--- config.mk ---
export PLATFORM = sky130hd
export DESIGN_NAME = hex_header_packet_framer_core
export DESIGN_NICKNAME = d
export VERILOG_FILES = /design/src/sv/hhpf_pkg.sv /design/src/sv/hhpf_queue.sv /design/src/sv/hhpf_front.sv /design/src/sv/hhpf_back.sv /design/src/sv/hex_header_packet_framer_core.sv
export SDC_FILE = /design/constraint.sdc
export NUM_CORES = 1
export LEC_CHECK = 0
export BUFFER_PORTS_ARGS = -buffer_cell sky130_fd_sc_hd__buf_4
export CELL_PAD_IN_SITES_DETAIL_PLACEMENT = 0
export CELL_PAD_IN_SITES_GLOBAL_PLACEMENT = 1
export CORE_ASPECT_RATIO = 0.5
export CORE_UTILIZATION = 46
export CTS_BUF_LIST = sky130_fd_sc_hd__clkbuf_16
export CTS_CLUSTER_DIAMETER = 120
export DETAILED_ROUTE_END_ITERATION = 8
export GPL_ROUTABILITY_DRIVEN = 0
export PLACE_DENSITY = 0.73
export SETUP_SLACK_MARGIN = 0.2
export SLEW_MARGIN = 20
export SYNTH_ARGS = -nofsm -noshare
export SYNTH_HDL_FRONTEND = slang
export SYNTH_SLANG_ARGS = --single-unit
--- constraint.sdc ---
create_clock -name clk -period 3.75 [get_ports clk]
set_input_delay 0.5625 -clock clk [delete_from_list [all_inputs] [get_ports clk]]
set_output_delay 0.5625 -clock clk [all_outputs]
set_load 0.02 [all_outputs]
--- src/sv/hhpf_pkg.sv ---
// ============================================================================
// hhpf_pkg
// Shared types, constants and helpers of the hex header packet framer.
// ============================================================================
package hhpf_pkg;

    localparam int unsigned LEN_W      = 12;
    localparam int unsigned QDEPTH     = 4;
    localparam int unsigned QAW        = $clog2(QDEPTH);
    localparam int unsigned QCW        = $clog2(QDEPTH + 1);

    localparam logic [LEN_W-1:0] PAYLOAD_LEN_RESET = 12'd502;

    // Header field selector and character positions inside one field
    localparam logic [1:0] FIELD_CHAN    = 2'd0;
    localparam logic [1:0] FIELD_FILE    = 2'd1;
    localparam logic [1:0] FIELD_PKT     = 2'd2;
    localparam logic [1:0] FIELD_PAYLOAD = 2'd3;

    localparam logic [3:0] POS_PREFIX0 = 4'd0;
    localparam logic [3:0] POS_PREFIX1 = 4'd1;
    localparam logic [3:0] POS_LAST    = 4'd9;

    localparam logic [7:0] CHAR_ZERO = 8'h30;
    localparam logic [7:0] CHAR_X    = 8'h78;

    localparam logic REQ_PAYLOAD   = 1'b0;
    localparam logic REQ_CNT_RESET = 1'b1;

    // One classified payload item, passed from front to back
    typedef struct packed {
        logic        hdr;
        logic [31:0] chan;
        logic [31:0] file;
        logic [31:0] frame_num;
        logic [7:0]  data;
        logic        frame_end;
    } hhpf_entry_t;

    function automatic logic [7:0] hex_char(input logic [3:0] nib);
        logic [7:0] c;
        if (nib < 4'd10) begin
            c = 8'h30 + {4'd0, nib};
        end else begin
            c = 8'h57 + {4'd0, nib};
        end
        return c;
    endfunction

endpackage

--- src/sv/hhpf_queue.sv ---
// ============================================================================
// hhpf_queue
// Short FIFO of classified items between the front and the back.
// ============================================================================
module hhpf_queue
    import hhpf_pkg::*;
(
    input  logic        clk,
    input  logic        rst_n,
    input  logic        wr,
    input  hhpf_entry_t wr_entry,
    input  logic        rd,
    output hhpf_entry_t head,
    output logic        q_full,
    output logic        q_empty
);

    hhpf_entry_t           mem_reg [QDEPTH];
    logic [QAW-1:0]        wr_ptr_reg;
    logic [QAW-1:0]        wr_ptr_next;
    logic [QAW-1:0]        rd_ptr_reg;
    logic [QAW-1:0]        rd_ptr_next;
    logic [QCW-1:0]        count_reg;
    logic [QCW-1:0]        count_next;
    logic                  do_wr;
    logic                  do_rd;

    assign q_full  = (count_reg == QCW'(QDEPTH));
    assign q_empty = (count_reg == '0);
    assign do_wr   = wr && !q_full;
    assign do_rd   = rd && !q_empty;
    assign head    = mem_reg[rd_ptr_reg];

    always_comb
    begin
        wr_ptr_next = do_wr ? wr_ptr_reg + 1'b1 : wr_ptr_reg;
        rd_ptr_next = do_rd ? rd_ptr_reg + 1'b1 : rd_ptr_reg;
        count_next  = count_reg;
        if (do_wr && !do_rd) begin
            count_next = count_reg + 1'b1;
        end else if (!do_wr && do_rd) begin
            count_next = count_reg - 1'b1;
        end
    end

    always_ff @(posedge clk or negedge rst_n)
    begin
        if (!rst_n) begin
            wr_ptr_reg <= '0;
            rd_ptr_reg <= '0;
            count_reg  <= '0;
        end else begin
            wr_ptr_reg <= wr_ptr_next;
            rd_ptr_reg <= rd_ptr_next;
            count_reg  <= count_next;
        end
    end

    always_ff @(posedge clk)
    begin
        if (do_wr) begin
            mem_reg[wr_ptr_reg] <= wr_entry;
        end
    end

endmodule

--- src/sv/hhpf_front.sv ---
// ============================================================================
// hhpf_front
// Intake: accept items, track frame position and counter, classify items.
// ============================================================================
module hhpf_front
    import hhpf_pkg::*;
(
    input  logic             clk,
    input  logic             rst_n,
    input  logic             push,
    input  logic             q_full,
    input  logic             req_type,
    input  logic [7:0]       data_byte,
    input  logic [31:0]      channel_id,
    input  logic [31:0]      file_id,
    input  logic [LEN_W-1:0] payload_len,
    output logic             q_wr,
    output hhpf_entry_t      q_entry
);

    logic [31:0]      packet_counter_reg;
    logic [31:0]      packet_counter_next;
    logic [LEN_W-1:0] slot_index_reg;
    logic [LEN_W-1:0] slot_index_next;
    logic             zero_seen_reg;
    logic             zero_seen_next;
    logic [31:0]      frame_number_reg;
    logic [31:0]      frame_number_next;
    logic             accept;
    logic             start;
    logic             zs;
    logic [LEN_W-1:0] len;
    logic [LEN_W:0]   slot_plus;
    logic             fend;
    logic [31:0]      fn;

    assign accept = push && !q_full;
    assign start  = (slot_index_reg == '0);
    assign fn     = start ? packet_counter_reg : frame_number_reg;
    assign zs     = (!start && zero_seen_reg) || (data_byte == 8'd0);
    assign len    = (payload_len == '0) ? LEN_W'(1) : payload_len;
    assign slot_plus = {1'b0, slot_index_reg} + (LEN_W+1)'(1);
    assign fend   = (slot_plus >= {1'b0, len});

    assign q_wr              = accept && (req_type == REQ_PAYLOAD);
    assign q_entry.hdr       = start;
    assign q_entry.chan      = channel_id;
    assign q_entry.file      = file_id;
    assign q_entry.frame_num = fn;
    assign q_entry.data      = zs ? 8'd0 : data_byte;
    assign q_entry.frame_end = fend;

    always_comb
    begin
        packet_counter_next = packet_counter_reg;
        slot_index_next     = slot_index_reg;
        zero_seen_next      = zero_seen_reg;
        frame_number_next   = frame_number_reg;
        if (accept) begin
            if (req_type == REQ_CNT_RESET) begin
                packet_counter_next = '0;
            end else begin
                frame_number_next = fn;
                if (fend) begin
                    slot_index_next     = '0;
                    zero_seen_next      = 1'b0;
                    packet_counter_next = packet_counter_reg + 32'd1;
                end else begin
                    slot_index_next = slot_plus[LEN_W-1:0];
                    zero_seen_next  = zs;
                end
            end
        end
    end

    always_ff @(posedge clk or negedge rst_n)
    begin
        if (!rst_n) begin
            packet_counter_reg <= '0;
            slot_index_reg     <= '0;
            zero_seen_reg      <= 1'b0;
            frame_number_reg   <= '0;
        end else begin
            packet_counter_reg <= packet_counter_next;
            slot_index_reg     <= slot_index_next;
            zero_seen_reg      <= zero_seen_next;
            frame_number_reg   <= frame_number_next;
        end
    end

endmodule

--- src/sv/hhpf_back.sv ---
// ============================================================================
// hhpf_back
// Serializer: expand queued items into header characters and payload bytes.
// ============================================================================
module hhpf_back
    import hhpf_pkg::*;
(
    input  logic        clk,
    input  logic        rst_n,
    input  hhpf_entry_t head,
    input  logic        q_empty,
    output logic        q_rd,
    input  logic        pop,
    output logic        empty,
    output logic [7:0]  out_byte,
    output logic        run_last,
    output logic        frame_last,
    output logic [31:0] packet_number
);

    logic [1:0]  field_reg;
    logic [1:0]  field_next;
    logic [3:0]  pos_reg;
    logic [3:0]  pos_next;
    logic        out_valid_reg;
    logic        out_valid_next;
    logic [7:0]  byte_reg;
    logic        run_last_reg;
    logic        frame_last_reg;
    logic [31:0] pnum_reg;
    logic        is_payload;
    logic        load;
    logic [31:0] value;
    logic [3:0]  digit_full;
    logic [2:0]  digit;
    logic [3:0]  nib;
    logic [7:0]  gen_byte;

    assign is_payload = !head.hdr || (field_reg == FIELD_PAYLOAD);
    assign load       = !q_empty && (!out_valid_reg || pop);
    assign q_rd       = load && is_payload;
    assign digit_full = POS_LAST - pos_reg;
    assign digit      = digit_full[2:0];
    assign nib        = value[{digit, 2'b00} +: 4];

    always_comb
    begin
        case (field_reg)
            FIELD_CHAN: value = head.chan;
            FIELD_FILE: value = head.file;
            FIELD_PKT:  value = head.frame_num;
            default:    value = head.frame_num;
        endcase
    end

    always_comb
    begin
        if (is_payload) begin
            gen_byte = head.data;
        end else if (pos_reg == POS_PREFIX0) begin
            gen_byte = CHAR_ZERO;
        end else if (pos_reg == POS_PREFIX1) begin
            gen_byte = CHAR_X;
        end else begin
            gen_byte = hex_char(nib);
        end
    end

    always_comb
    begin
        field_next     = field_reg;
        pos_next       = pos_reg;
        out_valid_next = out_valid_reg;
        if (pop) begin
            out_valid_next = 1'b0;
        end
        if (load) begin
            out_valid_next = 1'b1;
            if (is_payload) begin
                field_next = FIELD_CHAN;
                pos_next   = POS_PREFIX0;
            end else if (pos_reg == POS_LAST) begin
                field_next = field_reg + 2'd1;
                pos_next   = POS_PREFIX0;
            end else begin
                pos_next = pos_reg + 4'd1;
            end
        end
    end

    always_ff @(posedge clk or negedge rst_n)
    begin
        if (!rst_n) begin
            field_reg     <= FIELD_CHAN;
            pos_reg       <= POS_PREFIX0;
            out_valid_reg <= 1'b0;
        end else begin
            field_reg     <= field_next;
            pos_reg       <= pos_next;
            out_valid_reg <= out_valid_next;
        end
    end

    always_ff @(posedge clk)
    begin
        if (load) begin
            byte_reg       <= gen_byte;
            run_last_reg   <= is_payload;
            frame_last_reg <= is_payload && head.frame_end;
            pnum_reg       <= head.frame_num;
        end
    end

    assign empty         = !out_valid_reg;
    assign out_byte      = byte_reg;
    assign run_last      = run_last_reg;
    assign frame_last    = frame_last_reg;
    assign packet_number = pnum_reg;

    a_pos_range: assert property (@(posedge clk) disable iff (!rst_n)
        pos_reg <= POS_LAST)
        else $error("header character position out of range");

    a_frame_last_run_last: assert property (@(posedge clk) disable iff (!rst_n)
        (out_valid_reg && frame_last_reg) |-> run_last_reg)
        else $error("frame end marked on a header character");

    a_rd_restarts: assert property (@(posedge clk) disable iff (!rst_n)
        q_rd |=> (field_reg == FIELD_CHAN && pos_reg == POS_PREFIX0))
        else $error("serializer did not restart after an item");

    a_rd_loads: assert property (@(posedge clk) disable iff (!rst_n)
        q_rd |=> out_valid_reg)
        else $error("item dropped from the queue without a result");

endmodule

--- src/sv/hex_header_packet_framer_core.sv ---
// ============================================================================
// hex_header_packet_framer_core
// Frames payload bytes into fixed-length packets with a 30-byte hex header.
// ============================================================================
// Each frame is a 30-character ASCII header ("0x" plus eight lower-case hex
// digits for channel id, file id and the wrapping packet counter) followed
// by payload_len slots; once a zero byte enters a frame that slot and all
// later ones read as zero, and the last byte carries frame_last. A payload
// item with req_type 0 yields one result, or 31 results when it opens a
// frame; req_type 1 clears the counter and yields nothing. The output
// register is loaded at most once per cycle by the serializer, so while pop
// is held high and items are queued results leave at one per cycle, and
// items enter at one per cycle while the queue has room; the item that opens
// a frame occupies the result port for its whole header before its payload
// byte, and intake stalls once the 4-entry item queue behind that header
// burst fills. An accepted item is written into the item queue and then
// loaded from its head into the output register. payload_len is taken on
// cfg_valid (cfg_ready is always high) and must be written while idle.
// ============================================================================
module hex_header_packet_framer_core
    import hhpf_pkg::*;
(
    input  logic             clk,
    input  logic             rst_n,
    // item intake
    input  logic             push,
    output logic             full,
    input  logic             req_type,
    input  logic [7:0]       data_byte,
    input  logic [31:0]      channel_id,
    input  logic [31:0]      file_id,
    // result output
    output logic             empty,
    input  logic             pop,
    output logic [7:0]       out_byte,
    output logic             run_last,
    output logic             frame_last,
    output logic [31:0]      packet_number,
    // configuration
    input  logic             cfg_valid,
    output logic             cfg_ready,
    input  logic [LEN_W-1:0] cfg_data
);

    logic [LEN_W-1:0] payload_len_reg;
    logic [LEN_W-1:0] payload_len_next;
    logic             q_wr;
    logic             q_rd;
    logic             q_full;
    logic             q_empty;
    hhpf_entry_t      q_entry;
    hhpf_entry_t      q_head;

    // Configuration is always accepted
    assign cfg_ready        = 1'b1;
    assign payload_len_next = (cfg_valid && cfg_ready) ? cfg_data : payload_len_reg;

    always_ff @(posedge clk or negedge rst_n)
    begin
        if (!rst_n)
        begin
            payload_len_reg <= PAYLOAD_LEN_RESET;
        end
        else
        begin
            payload_len_reg <= payload_len_next;
        end
    end

    // Hold intake whenever the item queue is full
    assign full = q_full;

    // Front: classify items and advance frame state
    hhpf_front u_front
    (
        .clk         (clk),
        .rst_n       (rst_n),
        .push        (push),
        .q_full      (q_full),
        .req_type    (req_type),
        .data_byte   (data_byte),
        .channel_id  (channel_id),
        .file_id     (file_id),
        .payload_len (payload_len_reg),
        .q_wr        (q_wr),
        .q_entry     (q_entry)
    );

    // Queue: decouple intake from serialization
    hhpf_queue u_queue
    (
        .clk      (clk),
        .rst_n    (rst_n),
        .wr       (q_wr),
        .wr_entry (q_entry),
        .rd       (q_rd),
        .head     (q_head),
        .q_full   (q_full),
        .q_empty  (q_empty)
    );

    // Back: expand each item into its payload byte, after header characters when it opens a frame
    hhpf_back u_back
    (
        .clk           (clk),
        .rst_n         (rst_n),
        .head          (q_head),
        .q_empty       (q_empty),
        .q_rd          (q_rd),
        .pop           (pop),
        .empty         (empty),
        .out_byte      (out_byte),
        .run_last      (run_last),
        .frame_last    (frame_last),
        .packet_number (packet_number)
    );

endmodule
==> results.yml, run 1 <==
run_status:
  outcome: "finished, final reports clean"
finish:
  fin_area_sq_mm: 0.0276
  drive_above_1_share_pct: 20.8
  area_delta_synth_final_pct: 15.6
  largest_reg_flops: 424
  final_nets: 1902
  fill_cells: 4045
  fin_util_pct: 54.4
  n_antenna_cell: 0
power:
  power_mw: 19.2
  power_density_mw_per_mm2: 695
  p_leak_nw: 10.3
  max-vdd-ir-drop_uv: 464
timing:
  worstMarginPinSlew_ns: 0.888
  maxSlewViolCount: 0
  setup_viol: 0
  hold-worst-slack_ns: 0.0101
  setup_tns_ns: 0
  max_freq_ghz: 0.299
  maxSlewHeadroom_pct: 40.8
  fin_crit_ns: 3.34
  finalHoldViolCount: 0
  rsz0062_at_grt: "false"
  post-route-period-util_pct: 89.2
  finalClockSkew_ns: 0.0183
worst_setup_path:
  cp.arrival_ns: 3.67
  slowest_stage: "mux4_1"
  worstSetupStartpointType: "flop"
  cp-end-kind: "flop"
  timing.rr.start: "u_queue.rd_ptr_reg[0]"
  reg2reg_slack_ns: 0.41
  cp_data_required_time_ns: 4.07
  r2r_end: "u_back.out_byte[2]"
  worstPathCellList: "buf_4 > mux4_1 > a22oi_1 > a221oi_1 > a21oi_1 > a21o_1 > ha_1 > nand2_1 > mux2i_1 > o21ai_0"
  r2r_cells: 10
  path_buf_inv: 1
  path_max_fanout: 13
  critPathTopFamily: "compound AO/OA/AOI/OAI gates"
  critical_path_class: "flop to flop"
  cp_slowest_stage_delay_ns: 0.68
cts:
  cts_root_buf: "clkbuf_16"
  cts_num_sinks: 569
  clk_pin_slew_ns: 0.07
  clockBufferDepth: 3
  cts-hold-fix-buffers: 0
  tritoncts: "done"
  cts_htree_levels: 2
  clkLatencyLatePin_ns: 0.60
  cts_made_buffers: 50
yosys:
  synth_edf_count: 466
  netlist_instances: 1613
  synth_flop_cell: "edfxtp_1"
  ys_top_cells_by_area: "edfxtp_1 59%, dfrtp_1 10%, mux2i_1 4.5%"
  ys_warn_count: 0
  yosysUniqueCellTypes: 83
  yosysTopAreaCell: "edfxtp_1"
  synth_top_area_share_pct: 58.7
  ys_seq_area_share_pct: 69.5
  synth_seq_cells: 569
  ys_async_sr_fraction_pct: 18.1
  avgSynthCellArea_sq_um: 14.8
  synthesis.area_sq_mm: 0.0239
  syn_nets: 1732
detailed_routing:
  vias: 14371
  wl_mm: 57.6
  drt-initial-drc-count: 1360
  post_drt_wl_per_cell_um: 22.9
  post-route-drc-count: 0
  drtAntennaViolNets: 0
  viasPerCell: 5.72
  dr.pass1.iters: 7
min_path:
  hold_path_class: "primary input to asynchronous set/reset pin"
global_routing:
  grt_start_max_net_pins: 64
  grt_pass1_wl_mm: 86.2
  grt_pass1_vias: 14212
  grt-ovfl-total: 0
  grtUsageTotal_pct: 21.8
  antenna_found_initial: 0
floorplan:
  die_w_um: 324
  ios: 135
  core_region_area_sq_mm: 0.0507
  num_rows: 58
  start_util_pct: 47.0
  die_area_sq_mm: 0.0528
  die_h_um: 163
placement:
  io_buffer_count: 133
  placed_area_sq_mm: 0.0259
  hpwl_mm: 38.5
flow_run:
  drv_cap: 0
-- synthesized netlist by cell type (all sizes together), types with 4 or more instances --
cell / instances
edfxtp: 466
nand2: 259
mux2i: 107
dfrtp: 96
o21ai: 63
nor2: 55
a21oi: 47
mux4: 47
buf: 42
inv: 39
clkbuf: 37
mux2: 30
ha: 28
o22ai: 28
nand3: 24
and2: 21
or4: 19
nor4: 16
xnor2: 14
a22oi: 13
nand4: 10
o211ai: 10
o31ai: 10
nand2b: 9
nor3: 9
xor2: 9
a221oi: 8
a22o: 8
dfstp: 7
nor2b: 7
a211oi: 6
and3: 6
o311ai: 6
or3: 5
a31o: 4
-- cells in the final DEF, fill, tap and decap left out, types with 10 or more instances in the layout --
| master | synthesis | layout |
|---|---|---|
| clkbuf_16 | 0 | 51 |
| dfrtp_1 | 96 | 94 |
| ha_1 | 28 | 27 |
| mux2i_1 | 107 | 107 |
| nor4_1 | 16 | 16 |
| inv_1 | 38 | 46 |
| a22oi_1 | 13 | 13 |
| or4_1 | 19 | 19 |
| xnor2_1 | 14 | 14 |
| buf_4 | 9 | 186 |
| o21ai_0 | 61 | 60 |
| mux2_2 | 27 | 27 |
| nand2_1 | 258 | 258 |
| nand3_1 | 24 | 24 |
| o22ai_1 | 28 | 28 |
| and2_1 | 20 | 20 |
| mux4_2 | 42 | 42 |
| nor2_1 | 54 | 53 |
| edfxtp_1 | 466 | 466 |
| a21oi_1 | 47 | 47 |
| o211ai_1 | 10 | 10 |
-- cell families (layout without fill, tap and decap cells) --
family,count (synthesis),count (layout),share of synthesized area [%]
flops,569,569,69.5
simple gates,455,455,8.72
compound gates,233,233,6.44
mux,184,184,10.5
buf+inv,119,327,2.48
fa+ha+maj,29,29,1.55
xor+xnor,23,23,0.844
other cells,1,1,0.0157
-- report_power, final --
part           switching [mW]  internal [mW]
Clock                    2.32           2.82
Combinational            3.47           2.31
Sequential              0.402           7.84
-- area by class of cell --
class,count,area (sq um),area share [%]
Sequential cell,569,16600,60.2
Multi-Input combinational cell,925,6760,24.5
Timing Repair Buffer,197,1600,5.81
Clock buffer,51,1280,4.63
Tap cell,690,863,3.13
Clock inverter,39,328,1.19
Inverter,40,150,0.545
-- how the worst max path moves through the flow --
| stage | start | depth (start not counted) | endpoint | slack (ns) |
|---|---|---|---|---|
| global route | u_front.slot_index_reg[0] | 13 | u_front.packet_counter_reg[13] | 0.20 |
| floorplan | u_front.slot_index_reg[0] | 15 | u_front.packet_counter_reg[14] | 0.48 |
| finish | u_queue.rd_ptr_reg[0] | 10 | u_back.out_byte[2] | 0.41 |
| global placement | u_front.slot_index_reg[0] | 13 | u_front.packet_counter_reg[26] | 0.22 |
| detailed placement | u_front.slot_index_reg[0] | 13 | u_front.packet_counter_reg[26] | 0.15 |
| CTS | u_queue.rd_ptr_reg[0] | 10 | u_back.out_byte[2] | 0.25 |
-- repair_timing --
item	4_1_cts	5_1_grt
setup buffers	0	2
resized for setup	1	11
pin swaps	0	2
endpoints found under the setup margin	6	25
-- per-layer routing --
metal  global-route usage (%)  vias up  part of all wire (%)
li1                         -     6466                     -
met1                     32.4     7389                    46
met2                     33.9      441                    46
met3                     3.61       75                   6.0
met4                     5.23        0                   1.9
met5                        0        -                     0
-- stage by stage --
| step | cells | worst slack, ns |
|---|---|---|
| finish | 2511 | 0.406 |
| detailed placement | 2419 | 0.152 |
| floorplan | 1613 | 0.484 |
| CTS | 2509 | 0.252 |
| global route | 2511 | 0.200 |
| global placement | 2419 | 0.224 |
-- worst reg2reg max path, stage by stage, from the launching register on --
cell	delay, ns
dfrtp_4	0.60
buf_4	0.30
mux4_1	0.69
a22oi_1	0.24
a221oi_1	0.12
a21oi_1	0.17
a21o_1	0.36
ha_1	0.25
nand2_1	0.07
mux2i_1	0.15
o21ai_0	0.12
Power figures use the tool's default switching activity.
==> run 2, diff against run 1 <==
--- a/config.mk
+++ b/config.mk
@@ -5,16 +5,18 @@
 export SDC_FILE = /design/constraint.sdc
 export NUM_CORES = 1
 export LEC_CHECK = 0
+export ABC_AREA = 1
 export BUFFER_PORTS_ARGS = -buffer_cell sky130_fd_sc_hd__buf_4
 export CELL_PAD_IN_SITES_DETAIL_PLACEMENT = 0
 export CELL_PAD_IN_SITES_GLOBAL_PLACEMENT = 1
 export CORE_ASPECT_RATIO = 0.5
-export CORE_UTILIZATION = 46
+export CORE_UTILIZATION = 44
 export CTS_BUF_LIST = sky130_fd_sc_hd__clkbuf_16
 export CTS_CLUSTER_DIAMETER = 120
 export DETAILED_ROUTE_END_ITERATION = 8
 export GPL_ROUTABILITY_DRIVEN = 0
-export PLACE_DENSITY = 0.73
+export MAX_ROUTING_LAYER = met4
+export PLACE_DENSITY = 0.74
 export SETUP_SLACK_MARGIN = 0.2
 export SLEW_MARGIN = 20
 export SYNTH_ARGS = -nofsm -noshare
==> run 2 against run 1 <==
First-iteration DRC count increased by 11%; combinational power grew 47%; via count up 20%; critical endpoint is now u_queue.mem_reg[2][38]; synthesized cell count grew 51%; non-clock buffer count down 11; core utilization down 3.1 points.
==> results.yml, run 2 <==
timing:
  finalHoldViolCount: 0
  setup_viol: 0
  finalClockSkew_ns: 0.0237
  post-route-period-util_pct: 83.9
  maxSlewHeadroom_pct: 15.0
  maxSlewViolCount: 0
  hold-worst-slack_ns: 0.0481
  setup_tns_ns: 0
  fin_crit_ns: 3.15
  worstMarginPinSlew_ns: 1.26
  rsz0062_at_grt: "false"
  max_freq_ghz: 0.318
detailed_routing:
  dr.pass1.iters: 5
  post_drt_wl_per_cell_um: 18.9
  drtAntennaViolNets: 0
  drt-initial-drc-count: 1506
  viasPerCell: 5.14
  post-route-drc-count: 0
  wl_mm: 63.0
  vias: 17192
worst_setup_path:
  r2r_end: "u_queue.mem_reg[2][38]"
  cp_data_required_time_ns: 3.96
  reg2reg_slack_ns: 0.60
  worstSetupStartpointType: "flop"
  cp_slowest_stage_delay_ns: 1.25
  worstPathCellList: "inv_1 > ha_1 > nand3_1 > nor2_1 > nand2_1 > clkinv_1 > o21ai_0"
  r2r_cells: 7
  path_max_fanout: 24
  slowest_stage: "o21ai_0"
  cp-end-kind: "flop"
  critical_path_class: "flop to flop"
  cp.arrival_ns: 3.36
  timing.rr.start: "u_front.slot_index_reg[0]"
cts:
  clk_pin_slew_ns: 0.07
  cts_resized: 0
  cts-hold-fix-buffers: 0
  tritoncts: "done"
  cts_htree_levels: 2
  cts_num_sinks: 569
  cts_root_buf: "clkbuf_16"
  clockBufferDepth: 3
  clkLatencyLatePin_ns: 0.59
  cts_made_buffers: 51
  post_cts_buffers: 0
finish:
  drive_above_1_share_pct: 11.2
  layout_commonest_cell: "nand2_1"
  n_antenna_cell: 0
  area_delta_synth_final_pct: 13.9
  largest_reg_flops: 424
  stdcell_count: 3342
  layout_common_cells: "727 x nand2_1, 466 x edfxtp_1, 238 x inv_1"
  final_nets: 2665
global_routing:
  grt_start_max_net_pins: 139
  grtUsageTotal_pct: 22.3
  grt_pass1_vias: 16029
  antenna_found_initial: 0
  grt-ovfl-total: 0
  grt_pass1_wl_mm: 96.0
floorplan:
  die_h_um: 171
  die_area_sq_mm: 0.0583
  die_w_um: 340
  start_util_pct: 45.0
  core_region_area_sq_mm: 0.0560
  ios: 135
  num_rows: 61
placement:
  hpwl_mm: 39.8
  dpl.cell_count: 3249
  io_buffer_count: 133
flow_run:
  drv_cap: 0
yosys:
  synth_seq_cells: 569
  ys_seq_area_share_pct: 65.8
  synth_top_area_share_pct: 55.5
  netlist_instances: 2430
  synth_edf_count: 466
  ys_top_cells_by_area: "edfxtp_1 56%, nand2_1 11%, dfrtp_1 9.5%"
  synth_flop_cell: "edfxtp_1"
  ys_async_sr_fraction_pct: 18.1
  yosys-top-cells-count: "728 x nand2_1, 466 x edfxtp_1, 232 x nand3_1"
  yosysUniqueCellTypes: 44
  ys_warn_count: 0
  avgSynthCellArea_sq_um: 10.4
  yosysTopAreaCell: "edfxtp_1"
  yosysMostFrequentCell: "nand2_1"
  syn_nets: 2549
  synthesis.area_sq_mm: 0.0252
power:
  power_density_mw_per_mm2: 774
  p_leak_nw: 11.8
  max-vdd-ir-drop_uv: 642
run_status:
  outcome: "finished, final reports clean"
min_path:
  hold_path_class: "primary input to asynchronous set/reset pin"
==> run 2: cell count changes in the layout (fill, tap and decap cells not counted), sizes merged, moves of 19 or more <==
cell,previous run,this run
o21ai,63,150
xor2,9,34
nor2,55,163
inv,54,247
nand4,10,59
mux2,30,0
nand2,259,733
mux4,47,0
mux2i,107,0
or4,19,0
a21oi,47,16
nand3,24,235
==> run 2: area by class of cell <==
class                      instances  area [sq um]
tap                              756           946
timing repair buffer             186          1600
clock inverter                    42           320
sequential                       569         16600
inverter                         231           873
multi-input combinational       1507          7100
fill                            5009         27300
clock buffer                      51          1280
==> run 2: worst max-delay path, delay by kind of cell (launching register included) <==
| kind | cells | cell delay [ns] |
|---|---|---|
| AOI/OAI and AO/OA | 1 | 1.25 |
| adders and majority gates | 1 | 0.20 |
| buffers and inverters | 2 | 0.69 |
| DFF | 1 | 0.40 |
| and+or+nand+nor | 3 | 0.23 |
==> run 2: logic make-up (layout without fill, tap and decap cells) <==
family	count (synthesis)	count (layout)	share of synthesized area [%]
adder cells (fa/ha/maj)	29	29	1.47
AND/OR/NAND/NOR	1239	1239	20.9
buffers and inverters	354	510	6.24
flip-flops	569	569	65.8
XOR/XNOR	44	44	1.53
other	1	1	0.0149
AO/OA/AOI/OAI	194	194	4.09
==> run 2: stage by stage <==
step                      utilization, %  power (mW)  area [sq um]  worst slack (ns)
after floorplan                        -        14.3         25200            -0.914
after global placement              48.4        17.2         27100             0.704
after detailed placement            48.4        17.3         27100             0.690
after CTS                           51.2        22.4         28700             0.650
after global routing                51.2        23.6         28700             0.290
final                               51.2        22.2         28700             0.604
==> run 2: worst max path at each step <==
stage | startpoint | endpoint | slack (ns) | cells after the start
floorplan | push | u_queue.mem_reg[0][0] | -0.91 | 6
global placement | u_queue.rd_ptr_reg[0] | u_queue.count_reg[2] | 0.70 | 13
detailed placement | u_queue.rd_ptr_reg[0] | u_back.out_byte[4] | 0.69 | 17
CTS | u_queue.rd_ptr_reg[0] | u_queue.count_reg[2] | 0.65 | 13
global route | u_front.slot_index_reg[0] | u_front.packet_counter_reg[0] | 0.29 | 17
finish | u_front.slot_index_reg[0] | u_queue.mem_reg[2][38] | 0.60 | 7
==> run 2: where the power goes <==
part | switching [mW] | internal, mW
clock network | 2.32 | 2.75
registers | 0.431 | 8.21
logic | 5.98 | 2.51
total | 8.74 | 13.5
==> run 2: routing by layer <==
metal / wire [um] / track usage [%] / vias to the layer above
met3: 4070 / 3.78 / 63
met1: 30300 / 32.8 / 8331
met5: 0 / - / -
met4: 707 / 3.35 / 0
li1: - / - / 8367
met2: 28000 / 33.0 / 431
